==> config.mk <==
export PLATFORM = sky130hd
export DESIGN_NAME = substring_first_last_match
export DESIGN_NICKNAME = d
export VERILOG_FILES = /design/src/sv/sflm_pkg.sv /design/src/sv/substring_first_last_match.sv /design/src/sv/sflm_cfg.sv /design/src/sv/sflm_match.sv
export SDC_FILE = /design/constraint.sdc
export NUM_CORES = 1
export LEC_CHECK = 0
export BUFFER_PORTS_ARGS = -buffer_cell sky130_fd_sc_hd__buf_4
export CAP_MARGIN = 20
export CORE_AREA = 2 2 159 161
export DETAILED_ROUTE_END_ITERATION = 10
export DIE_AREA = 0 0 161 163
export GPL_TIMING_DRIVEN = 0
export PLACE_DENSITY_LB_ADDON = 0.25
export SYNTH_ARGS = -nofsm -noshare
export SYNTH_HDL_FRONTEND = slang
export SYNTH_SLANG_ARGS = --single-unit
==> constraint.sdc <==
create_clock -name clk -period 3.55 [get_ports clk]
set_clock_uncertainty 0.1 [all_clocks]
set_input_delay 0.5325 -clock clk [delete_from_list [all_inputs] [get_ports clk]]
set_output_delay 0.5325 -clock clk [all_outputs]
set_load 0.01 [all_outputs]
==> src/sv/sflm_pkg.sv <==
// Package for the substring first/last match block.
// Holds sizes, register indexes and the payload and configuration types.
// No dependencies.
`timescale 1ns / 1ps
package sflm_pkg;

  localparam int LINE_MAX    = 1024;
  localparam int PATTERN_MAX = 16;

  localparam int BYTE_W    = 8;
  localparam int WORD_W    = 64;
  localparam int PAT_LEN_W = 5;
  localparam int IDX_W     = 10;
  localparam int POS_W     = $clog2(LINE_MAX + 1);
  localparam int SUM_W     = (POS_W > IDX_W) ? POS_W : IDX_W;
  localparam int PM_IDX_W  = (PATTERN_MAX > 1) ? $clog2(PATTERN_MAX) : 1;
  localparam int CFG_IDX_W = 2;

  localparam logic [CFG_IDX_W-1:0] REG_PAT_LOW  = 2'd0;
  localparam logic [CFG_IDX_W-1:0] REG_PAT_HIGH = 2'd1;
  localparam logic [CFG_IDX_W-1:0] REG_PAT_LEN  = 2'd2;

  typedef struct packed {
    logic [BYTE_W-1:0] line_byte;
    logic              end_of_line;
  } in_item_t;

  typedef struct packed {
    logic             found;
    logic [IDX_W-1:0] first_start;
    logic [IDX_W-1:0] last_start;
  } out_item_t;

  typedef struct packed {
    logic [PATTERN_MAX-1:0][BYTE_W-1:0] pat;
    logic [PAT_LEN_W-1:0]               len;
  } pat_cfg_t;

endpackage

==> src/sv/substring_first_last_match.sv <==
// Substring first/last match block: streams the bytes of a line, one byte a transfer.
// A configured pattern of up to 16 bytes is searched with a shift-and vector.
// At the byte marked end_of_line one result gives found and the start indexes
// of the leftmost and rightmost full occurrence; the line state then clears.
// The user must write the pattern via the cfg_ port (index 0: bytes 0 to 7, index 1:
// bytes 8 to 15, index 2: length) while no line is in progress; not enforced here.
// Input and result channels use valid and stall; a transfer happens at a
// clock edge where valid is high and stall is low.
// A result passes the input register and then the result register.
// Throughput: one byte per cycle while in_stall is low, set by the single
// compare-and-shift step between the input register and the match state.
// When the receiver stalls, the result register holds its result; bytes that
// do not end a line keep flowing, and only a second end-of-line byte waits,
// which raises in_stall.
// Reset (rst_n low at a clock edge) clears the pattern, the line state and
// both channel registers.
// Depends on sflm_pkg, sflm_cfg and sflm_match.
`timescale 1ns / 1ps
module substring_first_last_match import sflm_pkg::*; (
  input  logic                 clk,
  input  logic                 rst_n,
  input  logic                 in_valid,
  output logic                 in_stall,
  input  in_item_t             in_data,
  output logic                 out_valid,
  input  logic                 out_stall,
  output out_item_t            out_data,
  input  logic                 cfg_we,
  input  logic [CFG_IDX_W-1:0] cfg_index,
  input  logic [WORD_W-1:0]    cfg_data
);

  pat_cfg_t  pat_cfg;
  out_item_t result;
  logic      s1_valid_r;
  in_item_t  s1_item_r;
  logic      advance;
  logic      step;
  logic      out_valid_r;
  out_item_t out_item_r;

  sflm_cfg u_cfg (
    .clk       (clk),
    .rst_n     (rst_n),
    .cfg_we    (cfg_we),
    .cfg_index (cfg_index),
    .cfg_data  (cfg_data),
    .pat_cfg   (pat_cfg)
  );

  sflm_match u_match (
    .clk     (clk),
    .rst_n   (rst_n),
    .step    (step),
    .item    (s1_item_r),
    .pat_cfg (pat_cfg),
    .result  (result)
  );

  assign advance  = !s1_item_r.end_of_line || !out_valid_r || !out_stall;
  assign step     = s1_valid_r && advance;
  assign in_stall = s1_valid_r && !advance;

  always_ff @(posedge clk) begin
    if (!rst_n) begin
      s1_valid_r <= 1'b0;
    end else if (!in_stall) begin
      s1_valid_r <= in_valid;
    end
  end

  always_ff @(posedge clk) begin
    if (!in_stall && in_valid) begin
      s1_item_r <= in_data;
    end
  end

  always_ff @(posedge clk) begin
    if (!rst_n) begin
      out_valid_r <= 1'b0;
    end else if (step && s1_item_r.end_of_line) begin
      out_valid_r <= 1'b1;
    end else if (!out_stall) begin
      out_valid_r <= 1'b0;
    end
  end

  always_ff @(posedge clk) begin
    if (step && s1_item_r.end_of_line) begin
      out_item_r <= result;
    end
  end

  assign out_valid = out_valid_r;
  assign out_data  = out_item_r;

  a_stall_cause: assert property (@(posedge clk) disable iff (!rst_n)
    in_stall |-> (s1_valid_r && s1_item_r.end_of_line && out_valid_r && out_stall))
    else $error("in_stall raised without a blocked end-of-line byte");

  a_not_found_zero: assert property (@(posedge clk) disable iff (!rst_n)
    (out_valid && !out_data.found) |->
      (out_data.first_start == '0 && out_data.last_start == '0))
    else $error("start indexes not zero on a result without a match");

  a_reset_idle: assert property (@(posedge clk)
    $past(!rst_n) |-> (!out_valid && !in_stall))
    else $error("channel registers not cleared after reset");

endmodule

==> src/sv/sflm_cfg.sv <==
// Configuration registers of the substring match block.
// Stores the pattern words and length and presents the clamped pattern.
// Depends on sflm_pkg.
`timescale 1ns / 1ps
module sflm_cfg import sflm_pkg::*; (
  input  logic                 clk,
  input  logic                 rst_n,
  input  logic                 cfg_we,
  input  logic [CFG_IDX_W-1:0] cfg_index,
  input  logic [WORD_W-1:0]    cfg_data,
  output pat_cfg_t             pat_cfg
);

  logic [WORD_W-1:0]    pat_low_r;
  logic [WORD_W-1:0]    pat_high_r;
  logic [PAT_LEN_W-1:0] pat_len_r;
  logic [2*WORD_W-1:0]  pat_all;

  always_ff @(posedge clk) begin
    if (!rst_n) begin
      pat_low_r  <= '0;
      pat_high_r <= '0;
      pat_len_r  <= '0;
    end else if (cfg_we) begin
      case (cfg_index)
        REG_PAT_LOW:  pat_low_r  <= cfg_data;
        REG_PAT_HIGH: pat_high_r <= cfg_data;
        REG_PAT_LEN:  pat_len_r  <= cfg_data[PAT_LEN_W-1:0];
        default: ;
      endcase
    end
  end

  assign pat_all     = {pat_high_r, pat_low_r};
  assign pat_cfg.pat = pat_all[PATTERN_MAX*BYTE_W-1:0];
  assign pat_cfg.len = (pat_len_r > PAT_LEN_W'(PATTERN_MAX)) ?
                       PAT_LEN_W'(PATTERN_MAX) : pat_len_r;

endmodule

==> src/sv/sflm_match.sv <==
// Shift-and match engine of the substring match block.
// Tracks the partial match vector, line position and first and last starts.
// Depends on sflm_pkg.
`timescale 1ns / 1ps
module sflm_match import sflm_pkg::*; (
  input  logic      clk,
  input  logic      rst_n,
  input  logic      step,
  input  in_item_t  item,
  input  pat_cfg_t  pat_cfg,
  output out_item_t result
);

  logic [PATTERN_MAX-1:0] vec_r, vec_nxt, vec_calc;
  logic [POS_W-1:0]       pos_r, pos_nxt;
  logic                   seen_r, seen_nxt, seen_calc;
  logic [IDX_W-1:0]       left_r, left_nxt, left_calc;
  logic [IDX_W-1:0]       right_r, right_nxt, right_calc;
  logic [PATTERN_MAX-1:0] eq;
  logic [PATTERN_MAX-1:0] lmask;
  logic [PM_IDX_W-1:0]    top_idx;
  logic [SUM_W-1:0]       start;
  logic                   in_range;
  logic                   hit;

  always_comb begin
    for (int k = 0; k < PATTERN_MAX; k++) begin
      eq[k]    = (pat_cfg.pat[k] == item.line_byte);
      lmask[k] = (PAT_LEN_W'(k) < pat_cfg.len);
    end
  end

  assign in_range = (pos_r < POS_W'(LINE_MAX));
  assign top_idx  = PM_IDX_W'(pat_cfg.len - PAT_LEN_W'(1));
  assign start    = SUM_W'(pos_r) - SUM_W'(pat_cfg.len - PAT_LEN_W'(1));

  always_comb begin
    vec_calc   = vec_r;
    seen_calc  = seen_r;
    left_calc  = left_r;
    right_calc = right_r;
    pos_nxt    = pos_r;
    hit        = 1'b0;
    if (in_range) begin
      vec_calc = {vec_r[PATTERN_MAX-2:0], 1'b1} & eq & lmask;
      hit      = (pat_cfg.len != '0) && vec_calc[top_idx];
      if (hit) begin
        if (!seen_r) begin
          left_calc = start[IDX_W-1:0];
        end
        right_calc = start[IDX_W-1:0];
        seen_calc  = 1'b1;
      end
      pos_nxt = pos_r + POS_W'(1);
    end
  end

  always_comb begin
    result.found       = seen_calc;
    result.first_start = seen_calc ? left_calc : '0;
    result.last_start  = seen_calc ? right_calc : '0;
    if (item.end_of_line) begin
      vec_nxt   = '0;
      seen_nxt  = 1'b0;
      left_nxt  = '0;
      right_nxt = '0;
    end else begin
      vec_nxt   = vec_calc;
      seen_nxt  = seen_calc;
      left_nxt  = left_calc;
      right_nxt = right_calc;
    end
  end

  always_ff @(posedge clk) begin
    if (!rst_n) begin
      vec_r   <= '0;
      pos_r   <= '0;
      seen_r  <= 1'b0;
      left_r  <= '0;
      right_r <= '0;
    end else if (step) begin
      vec_r   <= vec_nxt;
      pos_r   <= item.end_of_line ? '0 : pos_nxt;
      seen_r  <= seen_nxt;
      left_r  <= left_nxt;
      right_r <= right_nxt;
    end
  end

endmodule
=== After elaboration in Yosys (flattened, before gate mapping) ===
Index checks and enable logic that the tools add are counted.

* Bitwise logic cells: 2
* $add $sub $neg: 4
* Eq/ne operators: 19
* Reductions and logical operators: 19
* Multiplexer cells: 19
* Order comparisons: 19

{| class="wikitable"
|+ Operator list
! kind !! count
|-
| $eq 8x8->1 || 16
|-
| $mux 10 || 7
|-
| $lt 4x5->1 const A || 8
|-
| $and 16x16->16 || 2
|-
| $mux 15 || 2
|-
| $mux 11 || 2
|-
| $lt 3x5->1 const A || 4
|-
| $add 11x1->11 const B || 1
|-
| $lt 11x11->1 const B || 1
|-
| $lt 1x5->1 const A || 2
|-
| $lt 2x5->1 const A || 2
|-
| $sub 10x10->10 || 1
|-
| $reduce_and 2->1 || 4
|-
| $mux 1 || 6
|-
| $sub 5x1->6 const B || 1
|-
| $gt 5x5->1 const B || 1
|-
| $logic_and 1x1->1 || 5
|-
| $logic_not 1->1 || 5
|-
| $lt 4x5->1 const B || 1
|-
| $mux 5 || 1
|-
| $reduce_bool 5->1 || 1
|-
| $bmux 1 s4 || 1
|-
| $sub 4x1->4 const B || 1
|-
| $eq 2x1->1 const B || 1
|-
| 5 further kinds || 6
|}

* Register bits: 212
* Bits of input ports: 80
* Output and inout bits: 23
* Word-level logic and storage cells: 97

=== Longest topological paths before layout ===
* Depth after elaboration: 10
* Gate-level depth with buffers: 16
* Depth with buffers taken out: 13

=== Modules after synthesis ===
A second synthesis with hierarchy kept.

* Cell total of the unflattened synthesis: 1,104
* Area total of the unflattened synthesis: 10,684.0 um^2

{| class="wikitable"
|+ By module, submodules not included
! module !! instances !! sequential area each (um^2) !! area each (um^2) !! cells an instance
|-
| sflm_cfg || 1 || 2,662.6 || 5,101.1 || 507
|-
| sflm_match || 1 || 940.9 || 4,586.9 || 556
|-
| substring_first_last_match || 1 || 940.9 || 996.0 || 41
|}

=== Least setup slack after synthesis ===
Ideal clock, no wire load.

* Kind: register to register
* Start: register u_cfg.pat_len_r[4]
* End: register out_item_r (netlist bit out_data[5]) (data pin)
* Setup time: 260 ps
* Buffers on the path: 2
* Arrival time: 2,794 ps
* Path slack: 396 ps
* Cell stages (with the launch flop): 14
* Data required time: 3,190 ps
* Period minus slack after synthesis: 3,154 ps
* Path through: dfxtp_1 > buf_2 > inv_1 > nand2_1 > ha_1 > clkbuf_1 > inv_1 > ha_1 > nor2b_1 > o21ai_0 > a21o_1 > nor2b_1 > xor2_1 > a2bb2o_1

* Word-level cells in the longest chain between the ends: 9
* Elaborated cells on any way between the ends: 30
* Classes of those cells: 3 x add/sub; 17 x order compare; 7 x mux; 1 x bitwise; 2 x reduce/logical

{| class="wikitable"
|+ RTL lines
! element !! RTL line !! text
|-
| start, declared || sflm_cfg.sv:16 || <nowiki>logic [PAT_LEN_W-1:0] pat_len_r;</nowiki>
|-
| start signal, assigned || sflm_cfg.sv:28 || <nowiki>REG_PAT_LEN: pat_len_r <= cfg_data[PAT_LEN_W-1:0];</nowiki>
|-
| $gt 5x5->1 || sflm_cfg.sv:36 || <nowiki>assign pat_cfg.len = (pat_len_r > PAT_LEN_W'(PATTERN_MAX)) ?</nowiki>
|-
| $mux 5 (*) || sflm_cfg.sv:36 ||
|-
| $lt 1x5->1, or another cell as far along || sflm_match.sv:29 || <nowiki>lmask[k] = (PAT_LEN_W'(k) < pat_cfg.len);</nowiki>
|-
| $and 16x16->16 || sflm_match.sv:45 || <nowiki>vec_calc = {vec_r[PATTERN_MAX-2:0], 1'b1} & eq & lmask;</nowiki>
|-
| $bmux 1 s4 || sflm_match.sv:46 || <nowiki>hit = (pat_cfg.len != '0) && vec_calc[top_idx];</nowiki>
|-
| $mux 1 (not written as such) || sflm_match.sv:46 ||
|-
| $logic_and 1x1->1 || sflm_match.sv:46 ||
|-
| $mux 10 / $mux 1 (equally long branches) || sflm_match.sv:47 || <nowiki>if (hit) begin</nowiki>
|-
| $mux 10 / $mux 1 (equally long branches) || sflm_match.sv:44 || <nowiki>if (in_range) begin</nowiki>
|-
| end signal, assigned || substring_first_last_match.sv:90 || <nowiki>out_item_r <= result;</nowiki>
|-
| end, declared || substring_first_last_match.sv:40 || <nowiki>out_item_t out_item_r;</nowiki>
|}

Mark *: on every way between the ends. The rest lies on a longest branch, timed or not. The select of a mux whose other input is x is not followed.
A chain may end at the register's enable or synchronous reset.

=== Worst setup path in the final report ===
* Start: register u_cfg.pat_len_r[0]
* End: register out_item_r (netlist bit out_data[8]) (data pin)

The elaborated chain is that of the path after synthesis.

==> results by group <==
Place
  • Placed cell count: 1632
  • IO buf count: 102
  • DP HPWL: 21.0 mm
  • DP Worst Slack: -0.413 ns
  • Gpl congestion: 0.869

Yosys
  • Synthesized cell area: 0.0107 sq mm
  • Primary FF master, synth: dfxtp_1
  • YS warnings: 0
  • Fraction of registers with async set/reset: 0%
  • Number of synthesized flops with an enable pin: 30
  • Synth top area share: 34.1%
  • Register area share after synthesis: 42.5%
  • Seq cells post-synth: 212
  • Leading area contributor after synthesis: dfxtp_1
  • Syn avg cell area: 8.92 sq um
  • Syn Nets: 1292
  • Cells after Synth: 1199
  • Distinct cell type count of the synthesized netlist: 71
  • Top cells by area, synth: dfxtp_1 (34%), nand2_1 (11%), xnor2_1 (9.7%)
  • Count leader, synth: nand2_1
  • Synth cell count leaders: nand2_1 (310), dfxtp_1 (182), a21boi_0 (133)

Global routing
  • Vias in the first global route: 8496
  • Initial antenna violation count: 0
  • Largest net degree at the start of global routing: 22
  • GRT Overall Usage: 22.4%
  • First-pass GRT wire length: 46.1 mm
  • GR Overflow Total: 0

Timing
  • Worst-Margin Slew: 1.02 ns
  • Setup TNS: 0 ns
  • Hold_ws: 0.0896 ns
  • F_max: 0.292 GHz
  • Setup ws final: 0.123 ns
  • Final Setup Violations: 0
  • Relative slew margins: 32.0%
  • Final worst-path cycle share: 96.5%
  • Final Critical Period: 3.43 ns
  • Pins Over Slew Limit: 0
  • Final Hold Fails: 0

Critical path
  • WS Path Type: reg2reg
  • CP arrival: 3.59 ns
  • CP Max Fanout: 10
  • RR Startpoint: u_cfg.pat_len_r[0]
  • Reg2reg end: out_data[8]
  • Req. time, crit path: 3.71 ns
  • Startpoint class of the critical path: register
  • R2R depth: 14
  • Setup crit start: u_cfg.pat_len_r[0]
  • Crit end category: register
  • Worst Setup EP: out_data[8]
  • FF-to-FF setup slack: 0.12 ns

Layout
  • Share of cells above drive strength 1: 16.0%
  • Fill cell count: 2355
  • Nets: 1427
  • Layout area overhead: 20.2%
  • Core Util, Final: 52.1%
  • Ant diodes: 0
  • Non-filler instance count after layout: 1682

Clock tree
  • Latest clock arrival within the worst-skew pair: 0.52 ns
  • Clock root buffer: clkbuf_16
  • H-tree depth: 1
  • Worst-path clk slew: 0.06 ns
  • CTS tree: done
  • Total CTS buffers: 24
  • Clock Tree Buf Depth: 3
  • Clock sinks: 212

Floorplan
  • Die Span Y: 163 um
  • Rows: 58
  • Starting Density: 43.4%
  • Boundary pin count: 103
  • Core ar.: 0.0247 sq mm
  • Die X: 161 um
  • Full die area: 0.0262 sq mm

Route
  • Wire length per cell: 17.6 um
  • DR vias/cell: 5.27
  • Post-route ant nets: 0
  • DRC: 0
  • Router iterations before antenna repair: 7
  • Routed WL: 29.6 mm
  • Via Count: 8856
  • Initial DRC count: 481

Power
  • Switching share of power: 25.6%
  • Flop pwr share: 43.9%
  • Int Pwr: 0.00431 W
  • Clock power frac: 43.1%
  • Switching power: 0.00148 W
  • Peak supply drop: 387 uV
  • P_leak: 4.57 nW
  • Power Density: 450 mW/mm^2
  • Combinational power share: 12.9%

Run status
  • Status: finished, final reports clean

Flow run
  • MaxCap Viol Count: 0

Worst hold path
  • HP Class: in2reg
  • Hold Path Cell Cnt: 1
==> worst max-delay path: stages, from the launching register on <==
cell	delay, ns
dfxtp_1	0.31
buf_4	0.16
nor2b_1	0.14
buf_4	0.18
inv_4	0.09
ha_1	0.18
clkbuf_4	0.20
xnor2_4	0.25
o32ai_1	0.17
o32ai_2	0.21
nand2_1	0.17
a211o_4	0.40
nand2_1	0.09
clkbuf_4	0.21
a2bb2o_1	0.31
==> stage by stage <==
step / total power (W) / cell area, sq um
detailed placement: 0.00330 / 11900
finish: 0.00579 / 12900
global placement: 0.00329 / 11900
CTS: 0.00579 / 12700
floorplan: 0.00303 / 10700
global route: 0.00599 / 12900
==> power by group through the flow <==
| stage | sequential, W | clock, W | combinational, W |
|---|---|---|---|
| after floorplan | 0.00259 | 0 | 0.000440 |
| after global placement | 0.00259 | 0 | 0.000700 |
| after detailed placement | 0.00260 | 0 | 0.000707 |
| after CTS | 0.00254 | 0.00253 | 0.000717 |
| after global routing | 0.00255 | 0.00263 | 0.000811 |
| final | 0.00254 | 0.00250 | 0.000748 |
==> cells by family after synthesis <==
kind of cell | synth area share [%]
fa+ha+maj | 1.59
buf+inv | 4.57
flops | 42.5
xor+xnor | 11.9
compound gates | 17.6
mux | 1.40
simple gates | 20.4
==> routing by layer <==
metal / part of all wire, % / track usage (%) / vias to the layer above
met5: 0 / 0 / -
met4: 3.0 / 7.02 / 0
met3: 4.8 / 2.78 / 59
met2: 48 / 38.2 / 216
met1: 45 / 29.7 / 4204
li1: - / - / 4377
==> registers in the layout, indices dropped and copies added (netlist names), 5 cells and up <==
name,count
s1_item_r,9
u_match.vec_r,15
u_match.left_r,10
u_match.right_r,10
u_cfg.pat_len_r,5
out_data,21
u_cfg.pat_high_r,64
u_cfg.pat_low_r,64
u_match.pos_r,11
==> cell type report <==
class / instances / area (sq um) / area share [%]
buffer: 81 / 440 / 3.43
multi-input combinational: 891 / 5790 / 45.0
tap: 330 / 413 / 3.21
clock inverter: 12 / 113 / 0.876
timing repair buffer: 109 / 818 / 6.36
clock buffer: 32 / 682 / 5.30
inverter: 15 / 58.8 / 0.457
sequential: 212 / 4540 / 35.3
==> layout by cell type, fill, tap and decap left out, drive strengths merged, types with 17 or more instances in the layout <==
| cell type | synthesis | layout |
|---|---|---|
| nand2 | 310 | 310 |
| dfxtp | 182 | 182 |
| buf | 34 | 141 |
| a21boi | 133 | 133 |
| xnor2 | 120 | 120 |
| clkbuf | 48 | 81 |
| edfxtp | 30 | 30 |
| nor4 | 26 | 26 |
| nand3 | 24 | 24 |
| nor2b | 24 | 24 |
| nand4 | 24 | 24 |
| xor2 | 23 | 23 |
| and2 | 17 | 17 |
==> worst min path at each step <==
stage / from / end / slack (ns)
floorplan: u_match.left_r[9] / u_match.left_r[9] / 0.33
global placement: u_match.left_r[9] / u_match.left_r[9] / 0.34
detailed placement: u_match.left_r[9] / u_match.left_r[9] / 0.34
CTS: in_data[1] / s1_item_r[1] / 0.08
global route: in_data[7] / s1_item_r[7] / 0.08
finish: in_data[1] / s1_item_r[1] / 0.09
==> what timing repair did <==
| action | in CTS | in global routing |
|---|---|---|
| hold buffers | 0 | 0 |
| hold endpoints to repair | 0 | 0 |
| resized for setup | 8 | 17 |
| cloned | 0 | 1 |
| setup endpoints to repair | 34 | 39 |
| pin swaps | 0 | 7 |
| buffers inserted | 0 | 6 |
Note: power is estimated with default switching activity, not from simulation.
